## src/hdl/smb_pkg.sv

```systemverilog
package smb_pkg;

  // fixed field widths
  localparam int PIX_W   = 8;
  localparam int COORD_W = 8;
  localparam int CFG_W   = 9;
  localparam int THR_W   = 8;
  localparam int CIDX_W  = 2;

  // frame dimensions and coordinate math, wide enough for 4096 plus the register range
  localparam int DIM_W = 13;

  // default store geometry
  localparam int MAX_COLS_DEF = 256;
  localparam int MAX_ROWS_DEF = 256;

  // register reset values
  localparam logic [THR_W-1:0] THR_RESET   = THR_W'(250);
  localparam logic [CFG_W-1:0] WIDTH_RESET  = CFG_W'(256);
  localparam logic [CFG_W-1:0] HEIGHT_RESET = CFG_W'(256);

  // register indexes
  localparam logic [CIDX_W-1:0] CFG_THRESHOLD = 2'd0;
  localparam logic [CIDX_W-1:0] CFG_WIDTH     = 2'd1;
  localparam logic [CIDX_W-1:0] CFG_HEIGHT    = 2'd2;

  // request kinds
  localparam logic REQ_LOAD = 1'b0;
  localparam logic REQ_READ = 1'b1;

  // store accesses of one mask read, in issue order
  localparam int ACC_W = 3;
  localparam logic [ACC_W-1:0] ACC_CENTER = 3'd0;
  localparam logic [ACC_W-1:0] ACC_UP     = 3'd1;
  localparam logic [ACC_W-1:0] ACC_DOWN   = 3'd2;
  localparam logic [ACC_W-1:0] ACC_LEFT   = 3'd3;
  localparam logic [ACC_W-1:0] ACC_RIGHT  = 3'd4;

  // sequencer states
  typedef enum logic [1:0] {
    ST_IDLE,
    ST_FETCH,
    ST_TAIL,
    ST_DONE
  } state_t;

  // frame settings handed to the sequencer
  typedef struct packed {
    logic [THR_W-1:0] thr;
    logic [DIM_W-1:0] w;
    logic [DIM_W-1:0] h;
  } frame_cfg_t;

endpackage

```

## src/hdl/smb_if.sv

```systemverilog
interface smb_in_if;
  import smb_pkg::*;

  logic               valid;
  logic               ready;
  logic               req_type;
  logic [COORD_W-1:0] row;
  logic [COORD_W-1:0] col;
  logic [PIX_W-1:0]   pixel;
  logic               frame_start;

  modport source (output valid, req_type, row, col, pixel, frame_start, input ready);
  modport sink (input valid, req_type, row, col, pixel, frame_start, output ready);
endinterface

interface smb_out_if;
  import smb_pkg::*;

  logic             valid;
  logic             ready;
  logic             mask_bit;
  logic [PIX_W-1:0] frame_peak;

  modport source (output valid, mask_bit, frame_peak, input ready);
  modport sink (input valid, mask_bit, frame_peak, output ready);
endinterface


```

## src/hdl/smb_ctrl.sv

```systemverilog
module smb_ctrl #(
  parameter int MAX_COLS = smb_pkg::MAX_COLS_DEF,
  parameter int MAX_ROWS = smb_pkg::MAX_ROWS_DEF
) (
  input  logic                          clk,
  input  logic                          rst,
  input  smb_pkg::frame_cfg_t           fcfg,
  smb_in_if.sink                        req,
  smb_out_if.source                     rsp,
  output logic                          mem_we,
  output logic [$clog2(MAX_ROWS)+$clog2(MAX_COLS)-1:0] mem_addr,
  output logic [smb_pkg::PIX_W-1:0]     mem_wdata,
  input  logic [smb_pkg::PIX_W-1:0]     mem_rdata
);
  import smb_pkg::*;

  localparam int COL_AW = $clog2(MAX_COLS);
  localparam int ROW_AW = $clog2(MAX_ROWS);

  state_t           state, state_next;
  logic [ACC_W-1:0] cnt, cnt_next;
  logic             hit, hit_next;
  logic             bit_res, bit_res_next;
  logic [DIM_W-1:0] r_q, r_q_next;
  logic [DIM_W-1:0] c_q, c_q_next;
  logic [PIX_W-1:0] peak, peak_next;
  logic             res_valid, res_valid_next;
  logic             res_bit, res_bit_next;
  logic [PIX_W-1:0] res_peak, res_peak_next;

  logic [DIM_W-1:0] in_r, in_c;
  logic             in_inside;
  logic [DIM_W-1:0] up, dn, lf, rt;
  logic [DIM_W-1:0] ar, ac;
  logic             slot_free;

  // incoming coordinates against the frame size
  assign in_r      = DIM_W'(req.row);
  assign in_c      = DIM_W'(req.col);
  assign in_inside = (in_r < fcfg.h) && (in_c < fcfg.w);

  // wrapped neighbors of the held position
  assign up = (r_q == '0) ? fcfg.h - DIM_W'(1) : r_q - DIM_W'(1);
  assign dn = (r_q + DIM_W'(1) >= fcfg.h) ? '0 : r_q + DIM_W'(1);
  assign lf = (c_q == '0) ? fcfg.w - DIM_W'(1) : c_q - DIM_W'(1);
  assign rt = (c_q + DIM_W'(1) >= fcfg.w) ? '0 : c_q + DIM_W'(1);

  // position of the current store access
  always_comb begin
    ar = r_q;
    ac = c_q;
    unique case (cnt)
      ACC_CENTER: begin
        ar = r_q;
        ac = c_q;
      end
      ACC_UP: begin
        ar = up;
      end
      ACC_DOWN: begin
        ar = dn;
      end
      ACC_LEFT: begin
        ac = lf;
      end
      ACC_RIGHT: begin
        ac = rt;
      end
      default: begin
        ar = r_q;
        ac = c_q;
      end
    endcase
  end

  assign slot_free = !res_valid || rsp.ready;

  // sequencer: next state, store port and result register
  always_comb begin
    state_next     = state;
    cnt_next       = cnt;
    hit_next       = hit;
    bit_res_next   = bit_res;
    r_q_next       = r_q;
    c_q_next       = c_q;
    peak_next      = peak;
    res_valid_next = res_valid && !rsp.ready;
    res_bit_next   = res_bit;
    res_peak_next  = res_peak;
    req.ready      = 1'b0;
    mem_we         = 1'b0;
    mem_addr       = {ar[ROW_AW-1:0], ac[COL_AW-1:0]};
    mem_wdata      = req.pixel;

    unique case (state)
      ST_IDLE: begin
        req.ready = 1'b1;
        mem_addr  = {in_r[ROW_AW-1:0], in_c[COL_AW-1:0]};
        if (req.valid) begin
          if (req.req_type == REQ_LOAD) begin
            if (in_inside) begin
              mem_we = 1'b1;
              if (req.frame_start || (req.pixel > peak)) begin
                peak_next = req.pixel;
              end
            end
          end else begin
            r_q_next = in_r;
            c_q_next = in_c;
            cnt_next = ACC_CENTER;
            hit_next = 1'b0;
            if (in_inside && (peak > fcfg.thr)) begin
              state_next = ST_FETCH;
            end else begin
              bit_res_next = 1'b1;
              state_next   = ST_DONE;
            end
          end
        end
      end
      ST_FETCH: begin
        cnt_next = cnt + ACC_W'(1);
        if (cnt == ACC_RIGHT) begin
          state_next = ST_TAIL;
        end
        // data of the previous access is on the read port
        if (cnt == ACC_UP) begin
          if (mem_rdata != peak) begin
            bit_res_next = 1'b1;
            state_next   = ST_DONE;
          end
        end else if (cnt != ACC_CENTER) begin
          hit_next = hit || (mem_rdata == peak);
        end
      end
      ST_TAIL: begin
        bit_res_next = !(hit || (mem_rdata == peak));
        state_next   = ST_DONE;
      end
      ST_DONE: begin
        if (slot_free) begin
          res_valid_next = 1'b1;
          res_bit_next   = bit_res;
          res_peak_next  = peak;
          state_next     = ST_IDLE;
        end
      end
      default: begin
        state_next = ST_IDLE;
      end
    endcase
  end

  assign rsp.valid      = res_valid;
  assign rsp.mask_bit   = res_bit;
  assign rsp.frame_peak = res_peak;

  // control registers
  always_ff @(posedge clk) begin
    if (rst) begin
      state     <= ST_IDLE;
      cnt       <= ACC_CENTER;
      hit       <= 1'b0;
      peak      <= '0;
      res_valid <= 1'b0;
    end else begin
      state     <= state_next;
      cnt       <= cnt_next;
      hit       <= hit_next;
      peak      <= peak_next;
      res_valid <= res_valid_next;
    end
  end

  // payload registers
  always_ff @(posedge clk) begin
    bit_res  <= bit_res_next;
    r_q      <= r_q_next;
    c_q      <= c_q_next;
    res_bit  <= res_bit_next;
    res_peak <= res_peak_next;
  end

endmodule

```

## src/flat_wrapper.sv

```systemverilog
// flat-port wrapper written by rule: the top's interface ports become plain ports
module smb_ctrl_flat import smb_pkg::*;
#(
  parameter int MAX_COLS = smb_pkg::MAX_COLS_DEF,
  parameter int MAX_ROWS = smb_pkg::MAX_ROWS_DEF
)
  (clk, rst, fcfg, mem_we, mem_addr, mem_wdata, mem_rdata, req_valid, req_req_type, req_row, req_col, req_pixel, req_frame_start, req_ready, rsp_valid, rsp_mask_bit, rsp_frame_peak, rsp_ready);
  smb_in_if req_i ();
  smb_out_if rsp_i ();
  input  logic clk;
  input  logic rst;
  input  smb_pkg::frame_cfg_t fcfg;
  output logic mem_we;
  output logic [$clog2(MAX_ROWS)+$clog2(MAX_COLS)-1:0] mem_addr;
  output logic [smb_pkg::PIX_W-1:0] mem_wdata;
  input  logic [smb_pkg::PIX_W-1:0] mem_rdata;
  input wire logic [$bits(req_i.valid)-1:0] req_valid;
  input wire logic [$bits(req_i.req_type)-1:0] req_req_type;
  input wire logic [$bits(req_i.row)-1:0] req_row;
  input wire logic [$bits(req_i.col)-1:0] req_col;
  input wire logic [$bits(req_i.pixel)-1:0] req_pixel;
  input wire logic [$bits(req_i.frame_start)-1:0] req_frame_start;
  output wire logic [$bits(req_i.ready)-1:0] req_ready;
  output wire logic [$bits(rsp_i.valid)-1:0] rsp_valid;
  output wire logic [$bits(rsp_i.mask_bit)-1:0] rsp_mask_bit;
  output wire logic [$bits(rsp_i.frame_peak)-1:0] rsp_frame_peak;
  input wire logic [$bits(rsp_i.ready)-1:0] rsp_ready;
  assign req_i.valid = req_valid;
  assign req_i.req_type = req_req_type;
  assign req_i.row = req_row;
  assign req_i.col = req_col;
  assign req_i.pixel = req_pixel;
  assign req_i.frame_start = req_frame_start;
  assign req_ready = req_i.ready;
  assign rsp_valid = rsp_i.valid;
  assign rsp_mask_bit = rsp_i.mask_bit;
  assign rsp_frame_peak = rsp_i.frame_peak;
  assign rsp_i.ready = rsp_ready;
  smb_ctrl #(.MAX_COLS(MAX_COLS), .MAX_ROWS(MAX_ROWS)) u_core (.clk(clk), .rst(rst), .fcfg(fcfg), .req(req_i), .rsp(rsp_i), .mem_we(mem_we), .mem_addr(mem_addr), .mem_wdata(mem_wdata), .mem_rdata(mem_rdata));
endmodule
```

## config.mk

```make
export PLATFORM = sky130hd
export DESIGN_NAME = smb_ctrl_flat
export DESIGN_NICKNAME = d
export VERILOG_FILES = /design/src/hdl/smb_pkg.sv /design/src/hdl/smb_if.sv /design/src/hdl/smb_ctrl.sv /design/src/flat_wrapper.sv
export SDC_FILE = /design/constraint.sdc
export NUM_CORES = 1
export LEC_CHECK = 0
export ABC_AREA = 1
export BUFFER_PORTS_ARGS = -buffer_cell sky130_fd_sc_hd__buf_2
export CORE_MARGIN = 1.5
export CORE_UTILIZATION = 51
export CTS_BUF_LIST = sky130_fd_sc_hd__clkbuf_4 sky130_fd_sc_hd__clkbuf_8
export CTS_CLUSTER_SIZE = 20
export DETAILED_ROUTE_END_ITERATION = 8
export PLACE_DENSITY_LB_ADDON = 0.08
export SETUP_SLACK_MARGIN = 0.02
export SLEW_MARGIN = 20
export SYNTH_ARGS = -nofsm -noshare
export SYNTH_HDL_FRONTEND = slang
export SYNTH_SLANG_ARGS = --single-unit
```

## constraint.sdc

```tcl
create_clock -name clk -period 2.3 [get_ports clk]
set_clock_uncertainty 0.15 [all_clocks]
set_input_delay 0.23 -clock clk [delete_from_list [all_inputs] [get_ports clk]]
set_output_delay 0.23 -clock clk [all_outputs]
set_load 0.1 [all_outputs]
```

==> run metrics, run 1 <==
DR iter-0 viols 214; RD Place Congestion 0.975; share of cells above drive strength 1 0.415; fin crit share 1.40; CTS Buf Count 5; maximum clock path buffer count 2; met1 WL 6.37 mm; dpl cell area 0.00622 mm²; global-route usage over all layers 0.316; pwr/cell area 605 mW/mm²; Critical Path Sink Type output pin; largest net degree at the start of global routing 26; Synth cell types 42; Mapped Avg Cell Area 6.71 µm²; Mapped Area 0.00450 mm²; met3 routed WL 1.13 mm; synth-to-layout area growth 52.1%; vias in the first global route 5052; final cell count without fillers 969; Largest stage delay, worst path 0.45 ns; CP max stage cell edfxtp_1; most frequent cells in the layout nand2_1, buf_2, inv_1; Max Used Layer met4; Fin Hold WS 0.0136 ns; VDD IR max 0.397 mV; clk_lat worst skew 0.29 ns; crit-path leading delay family simple AND/OR/NAND/NOR gates; worst hold path class input port to register; I/O Pins 108; FF+latch count, synth 41; total negative setup slack -13.62 ns; max-cap viol count 0; Final min period 3.23 ns; dpl hpwl 11.8 mm; synthesized netlist net count 802; Max H-tree Level 2; CP required 1.92 ns; commonest non-fill, non-tap cell in the layout nand2_1; met2 wire length 6.82 mm; Finished Cell Area 0.00685 mm²; Core Area 0.00864 mm²; CP cell instances ha_2, nand3_4, inv_2, nand4_1, nor2_1, ha_1, a21oi_1, o21ai_1, nand2_1, nand3_4, nor2_4, nand2_1, nand3_2, o21ai_2, clkinvlp_4, buf_12; Final Max Slew Viols 0; Crit path arrival time 2.85 ns; status finished with violations; sequential-to-total area share from yosys stat 0.240; Overflow after GRT 0; Nets 991; RSZ-0062 raised after global routing true; first-pass iteration count of the detailed router 7; Slew @ Worst Pin 0.499 ns; antenna viol nets, final 0; crit start category register; Post-Synthesis Cells 671; CTS tree done; clk sinks 41; Rel. slew slack 0.669; violated checks setup timing; number of buffers added on ports 107; Die H 97.0 µm; DRT Wirelength 14.8 mm; Rows 34; post-place setup slack -0.640 ns; vias per inst 5.37; DR WL/cell 15.3 µm; Clock transition at path regs 0.08 ns; Leak 0.00341 µW; root buffer cell clkbuf_8; # setup viols final 16; n_diodes 0; maximum clock rate 0.310 GHz; Starting Density 0.522; CP Max Fanout 5; synth warn 0; Fill cells 601; Die W 97.0 µm; vias 5206; DIE AREA 0.00941 mm²; post-route setup slack -0.928 ns; kind of critical path register to output pin; Placed Cells 946; first-pass GRT wire length 24.2 mm; CP bufs+invs 3; initial antenna violation count 0; total count of hold-check failures in the final report 0; Post-route DRC 0
==> synth_stat cells, drive strengths merged <==
cell type	instances	share of area
nand4	12	0.017
a21boi	1	0.0017
a211oi	1	0.0017
clkinv	1	0.00083
o31ai	1	0.0017
a21o	1	0.0017
inv	114	0.095
nand2	166	0.15
nor3	11	0.013
o21ai	35	0.039
o21a	2	0.0033
buf	12	0.019
nor4	2	0.0028
o211ai	2	0.0033
xor2	5	0.0097
dfxtp	15	0.067
xnor2	8	0.016
edfxtp	26	0.17
a31oi	1	0.0014
o21bai	4	0.0067
a21oi	46	0.054
or2	5	0.0069
nand3b	5	0.0083
nand3	43	0.050
and2	1	0.0014
clkbuf	2	0.0017
nor3b	1	0.0017
a221oi	1	0.0019
nor2	88	0.088
ha	59	0.16
==> per-stage QoR <==
step	total power, µW	utilization
final	4150	0.794
after global routing	4340	0.794
after CTS	4110	0.775
after detailed placement	3420	0.720
after global placement	3380	0.720
after floorplan	2560	-
==> worst paths after layout <==
| check | start | to | slack (ns) | cells after the start |
|---|---|---|---|---|
| setup reg to reg | u_core.peak[3] | u_core.peak[7] | 0.17 | 12 |
| setup / recovery | u_core.r_q[0] | mem_addr[10] | -0.93 | 16 |
| hold reg to reg | u_core.bit_res | u_core.rsp.mask_bit | 0.29 | 0 |
| hold / removal | req_col[5] | u_core.c_q[5] | 0.01 | 1 |
==> worst reg2reg max path, delay by kind of cell, from the launching register on <==
| kind | cells | cell delay (ns) |
|---|---|---|
| buffers and inverters | 1 | 0.08 |
| AO/OA/AOI/OAI | 1 | 0.19 |
| adder cells (fa/ha/maj) | 1 | 0.30 |
| AND/OR/NAND/NOR | 9 | 0.93 |
| flip-flops | 1 | 0.42 |
==> flip-flops by register name, indices dropped and copies added, names as in the netlist <==
signal                 cells
u_core.rsp.frame_peak      8
u_core.hit                 1
u_core.state               2
u_core.peak                8
u_core.rsp.valid           1
u_core.c_q                 8
u_core.r_q                 8
u_core.cnt                 3
u_core.bit_res             1
u_core.rsp.mask_bit        1
==> final cells by class <==
| type | instances | area [µm²] | area share |
|---|---|---|---|
| clock buffers | 6 | 82.6 | 0.0121 |
| clock inverters | 2 | 37.5 | 0.00548 |
| repair buffers | 196 | 1500 | 0.219 |
| inverters | 115 | 454 | 0.0663 |
| flip-flops and latches | 41 | 1080 | 0.158 |
| multi-input cells | 501 | 3560 | 0.520 |
| well taps | 108 | 135 | 0.0197 |
==> timing repair <==
action	in CTS	in global routing
setup buffers	9	4
hold buffers	2	2
cloned	0	0
endpoints found under the setup margin	16	17
gates resized for setup	60	34
pin swaps	50	35
hold endpoints to repair	2	2
==> power breakdown <==
group	switching (µW)	internal, µW	leakage, µW
registers	55.4	851	0.000358
logic	1700	927	0.00299
clock network	258	353	0.0000574
total	2010	2130	0.00341
==> kinds of logic after synthesis <==
family,count (synthesis),share of synthesized area
AND/OR/NAND/NOR,334,0.338
buffers and inverters,129,0.117
AO/OA/AOI/OAI,95,0.117
adder cells (fa/ha/maj),59,0.164
flip-flops,41,0.240
XOR/XNOR,13,0.0253
==> per-layer routing <==
layer / vias to the layer above / GRT usage
met5: - / 0
met4: 0 / 0.117
met2: 233 / 0.520
met3: 34 / 0.0564
met1: 2385 / 0.415
li1: 2554 / -
(Power assumes the default switching activity.)
==> inputs of run 2 (changes only) <==
--- a/config.mk
+++ b/config.mk
@@ -8,8 +8,8 @@
 export ABC_AREA = 1
 export BUFFER_PORTS_ARGS = -buffer_cell sky130_fd_sc_hd__buf_2
 export CORE_MARGIN = 1.5
-export CORE_UTILIZATION = 51
-export CTS_BUF_LIST = sky130_fd_sc_hd__clkbuf_4 sky130_fd_sc_hd__clkbuf_8
+export CORE_UTILIZATION = 50
+export CTS_BUF_LIST = sky130_fd_sc_hd__clkbuf_8 sky130_fd_sc_hd__clkbuf_16
 export CTS_CLUSTER_SIZE = 20
 export DETAILED_ROUTE_END_ITERATION = 8
 export PLACE_DENSITY_LB_ADDON = 0.08
==> run metrics, run 2 (same netlist as run 1, synthesis figures left out) <==
violated checks setup timing; CTS Buf Count 5 (unchanged); largest net degree at the start of global routing 26 (unchanged); share of cells above drive strength 1 0.396 (-0.0186); maximum clock path buffer count 2 (unchanged); global-route usage over all layers 0.287 (-0.0293); CP Max Fanout 5 (unchanged); Placed Cells 938 (-0.85%); Slew @ Worst Pin 0.486 ns (-0.0131 ns); Crit path arrival time 3.00 ns (+0.15 ns); area of the multi-input gates 0.00355 mm² (-0.49%); total count of hold-check failures in the final report 0 (unchanged); initial antenna violation count 0 (unchanged); CTS tree done; Post-route DRC 0 (unchanged); worst hold path class input port to register; Seq pwr share 0.220 (about the same); RD Place Congestion 0.904 (-7.3%); fin crit share 1.47 (+0.0661); Overflow after GRT 0 (unchanged); first-pass GRT wire length 22.5 mm (-7.0%); # setup viols final 16 (unchanged); clock share of power 0.145 (-0.002); commonest non-fill, non-tap cell in the layout nand2_1; Final Max Slew Viols 0 (unchanged); Starting Density 0.516 (-0.00509); Nets 991 (unchanged); CP cell instances ha_4, nand2_4, nor2_4, nand2_1, nand2_1, nand2_2, inv_2, ha_4, a21oi_2, nor2_1, o21ai_2, nand3_4, buf_6, inv_6, nand2_2, nand3b_1, nand2_2, clkinvlp_4, buf_12; Gate power share 0.636 (+0.002); max-cap viol count 0 (unchanged); vias in the first global route 4962 (-1.8%); Final min period 3.38 ns (+0.152 ns); n_diodes 0 (unchanged); most frequent cells in the layout nand2_1, inv_1, buf_2; dpl hpwl 11.4 mm (-3.7%); crit-path leading delay family simple AND/OR/NAND/NOR gates; cell repeated most along the worst path nand2_2; CP required 1.92 ns (about the same); Rel. slew slack 0.674 (+0.00470); dpl cell area 0.00616 mm² (-0.97%); Max H-tree Level 2 (unchanged); DR WL/cell 15.5 µm (+1.7%); Fin Hold WS 0.00777 ns (-0.00579 ns); DIE AREA 0.00959 mm² (+1.9%); clk_lat worst skew 0.29 ns (about the same); CP max stage cell edfxtp_1; RSZ-0062 raised after global routing true; Fill cells 586 (-2.5%); clk sinks 41 (unchanged); post-route setup slack -1.08 ns (-0.152 ns); GR Util met2 0.501 (-0.0183); Critical Path Sink Type output pin; DR iter-0 viols 323 (+51%); status finished with violations; Final Util 0.786 (-0.00760); CP bufs+invs 5 (+2); Psw 2040 µW (+1.4%); Finished Cell Area 0.00685 mm² (about the same); I/O Pins 108 (unchanged); maximum clock rate 0.296 GHz (-4.5%); Int Power 2100 µW (-1.3%); synth-to-layout area growth 52.2% (about the same); gr busiest metal met2; antenna viol nets, final 0 (unchanged); Core Area 0.00872 mm² (+0.99%); vias 5212 (+0.12%); Largest stage delay, worst path 0.48 ns (+0.03 ns); final cell count without fillers 969 (unchanged); Die H 97.9 µm (+0.96%); VDD IR max 0.405 mV (+1.9%); Rows 34 (unchanged); Die W 97.9 µm (+0.96%); Register Area 0.00108 mm² (unchanged); vias per inst 5.38 (+0.12%); Clock transition at path regs 0.08 ns (about the same); crit start category register; kind of critical path register to output pin; first-pass iteration count of the detailed router 5 (-2); DRT Wirelength 15.0 mm (+1.7%); Leak 0.00342 µW (+0.48%); root buffer cell clkbuf_8; pwr/cell area 605 mW/mm² (about the same); met1 Use GR 0.372 (-0.0423); switch share 0.493 (+0.00681); met3 usage 0.0422 (-0.0141); number of buffers added on ports 107 (unchanged)
-- run 2: cell types whose count changed in the layout (fill, tap and decap cells not counted), sizes merged --
cell and change:
buf -1, clkbuf -1, clkinv +1, clkinvlp -1, dlygate4sd3 +1, inv +1
-- run 2: metrics by stage --
| step | worst slack [ns] | setup TNS, ns | total power [µW] |
|---|---|---|---|
| after floorplan | -0.539 | -6.92 | 2560 |
| after global placement | -0.720 | -8.77 | 3350 |
| after detailed placement | -0.775 | -9.51 | 3410 |
| after CTS | -0.887 | -12.75 | 4040 |
| after global routing | -1.19 | -17.63 | 4330 |
| final | -1.08 | -15.59 | 4140 |
-- run 2: timing repair --
action / in CTS / in global routing
pin swaps: 25 / 49
resized for setup: 31 / 59
endpoints found under the setup margin: 16 / 19
hold buffers: 4 / 1
setup buffers: 7 / 14
hold endpoints to repair: 4 / 1
-- run 2: path summary, 6_finish.rpt --
| path | to | cells past startpoint | from | slack (ns) |
|---|---|---|---|---|
| max reg2reg | u_core.peak[1] | 12 | u_core.peak[7] | 0.23 |
| max | mem_addr[3] | 19 | u_core.c_q[1] | -1.08 |
| min | u_core.r_q[6] | 1 | req_row[6] | 0.008 |
| min reg2reg | u_core.hit | 2 | u_core.hit | 0.33 |
-- run 2: layout make-up --
cell class / count / area share
sequential: 41 / 0.158
clock inverter: 3 / 0.00657
clock buffer: 5 / 0.0100
multi-input combinational: 501 / 0.518
timing repair buffer: 196 / 0.222
inverter: 115 / 0.0663
tap: 108 / 0.0197
-- run 2: per-layer routing --
layer | up-vias | part of all wire
met3 | 41 | 0.073
li1 | 2550 | -
met1 | 2389 | 0.41
met4 | 0 | 0.023
met5 | - | 0
met2 | 232 | 0.49
-- run 2: power groups by stage --
stage | registers [µW] | logic, µW | clock network [µW]
floorplan | 1000 | 1560 | 0
global placement | 918 | 2440 | 0
detailed placement | 922 | 2490 | 0
CTS | 904 | 2530 | 603
global route | 915 | 2770 | 642
finish | 910 | 2640 | 600
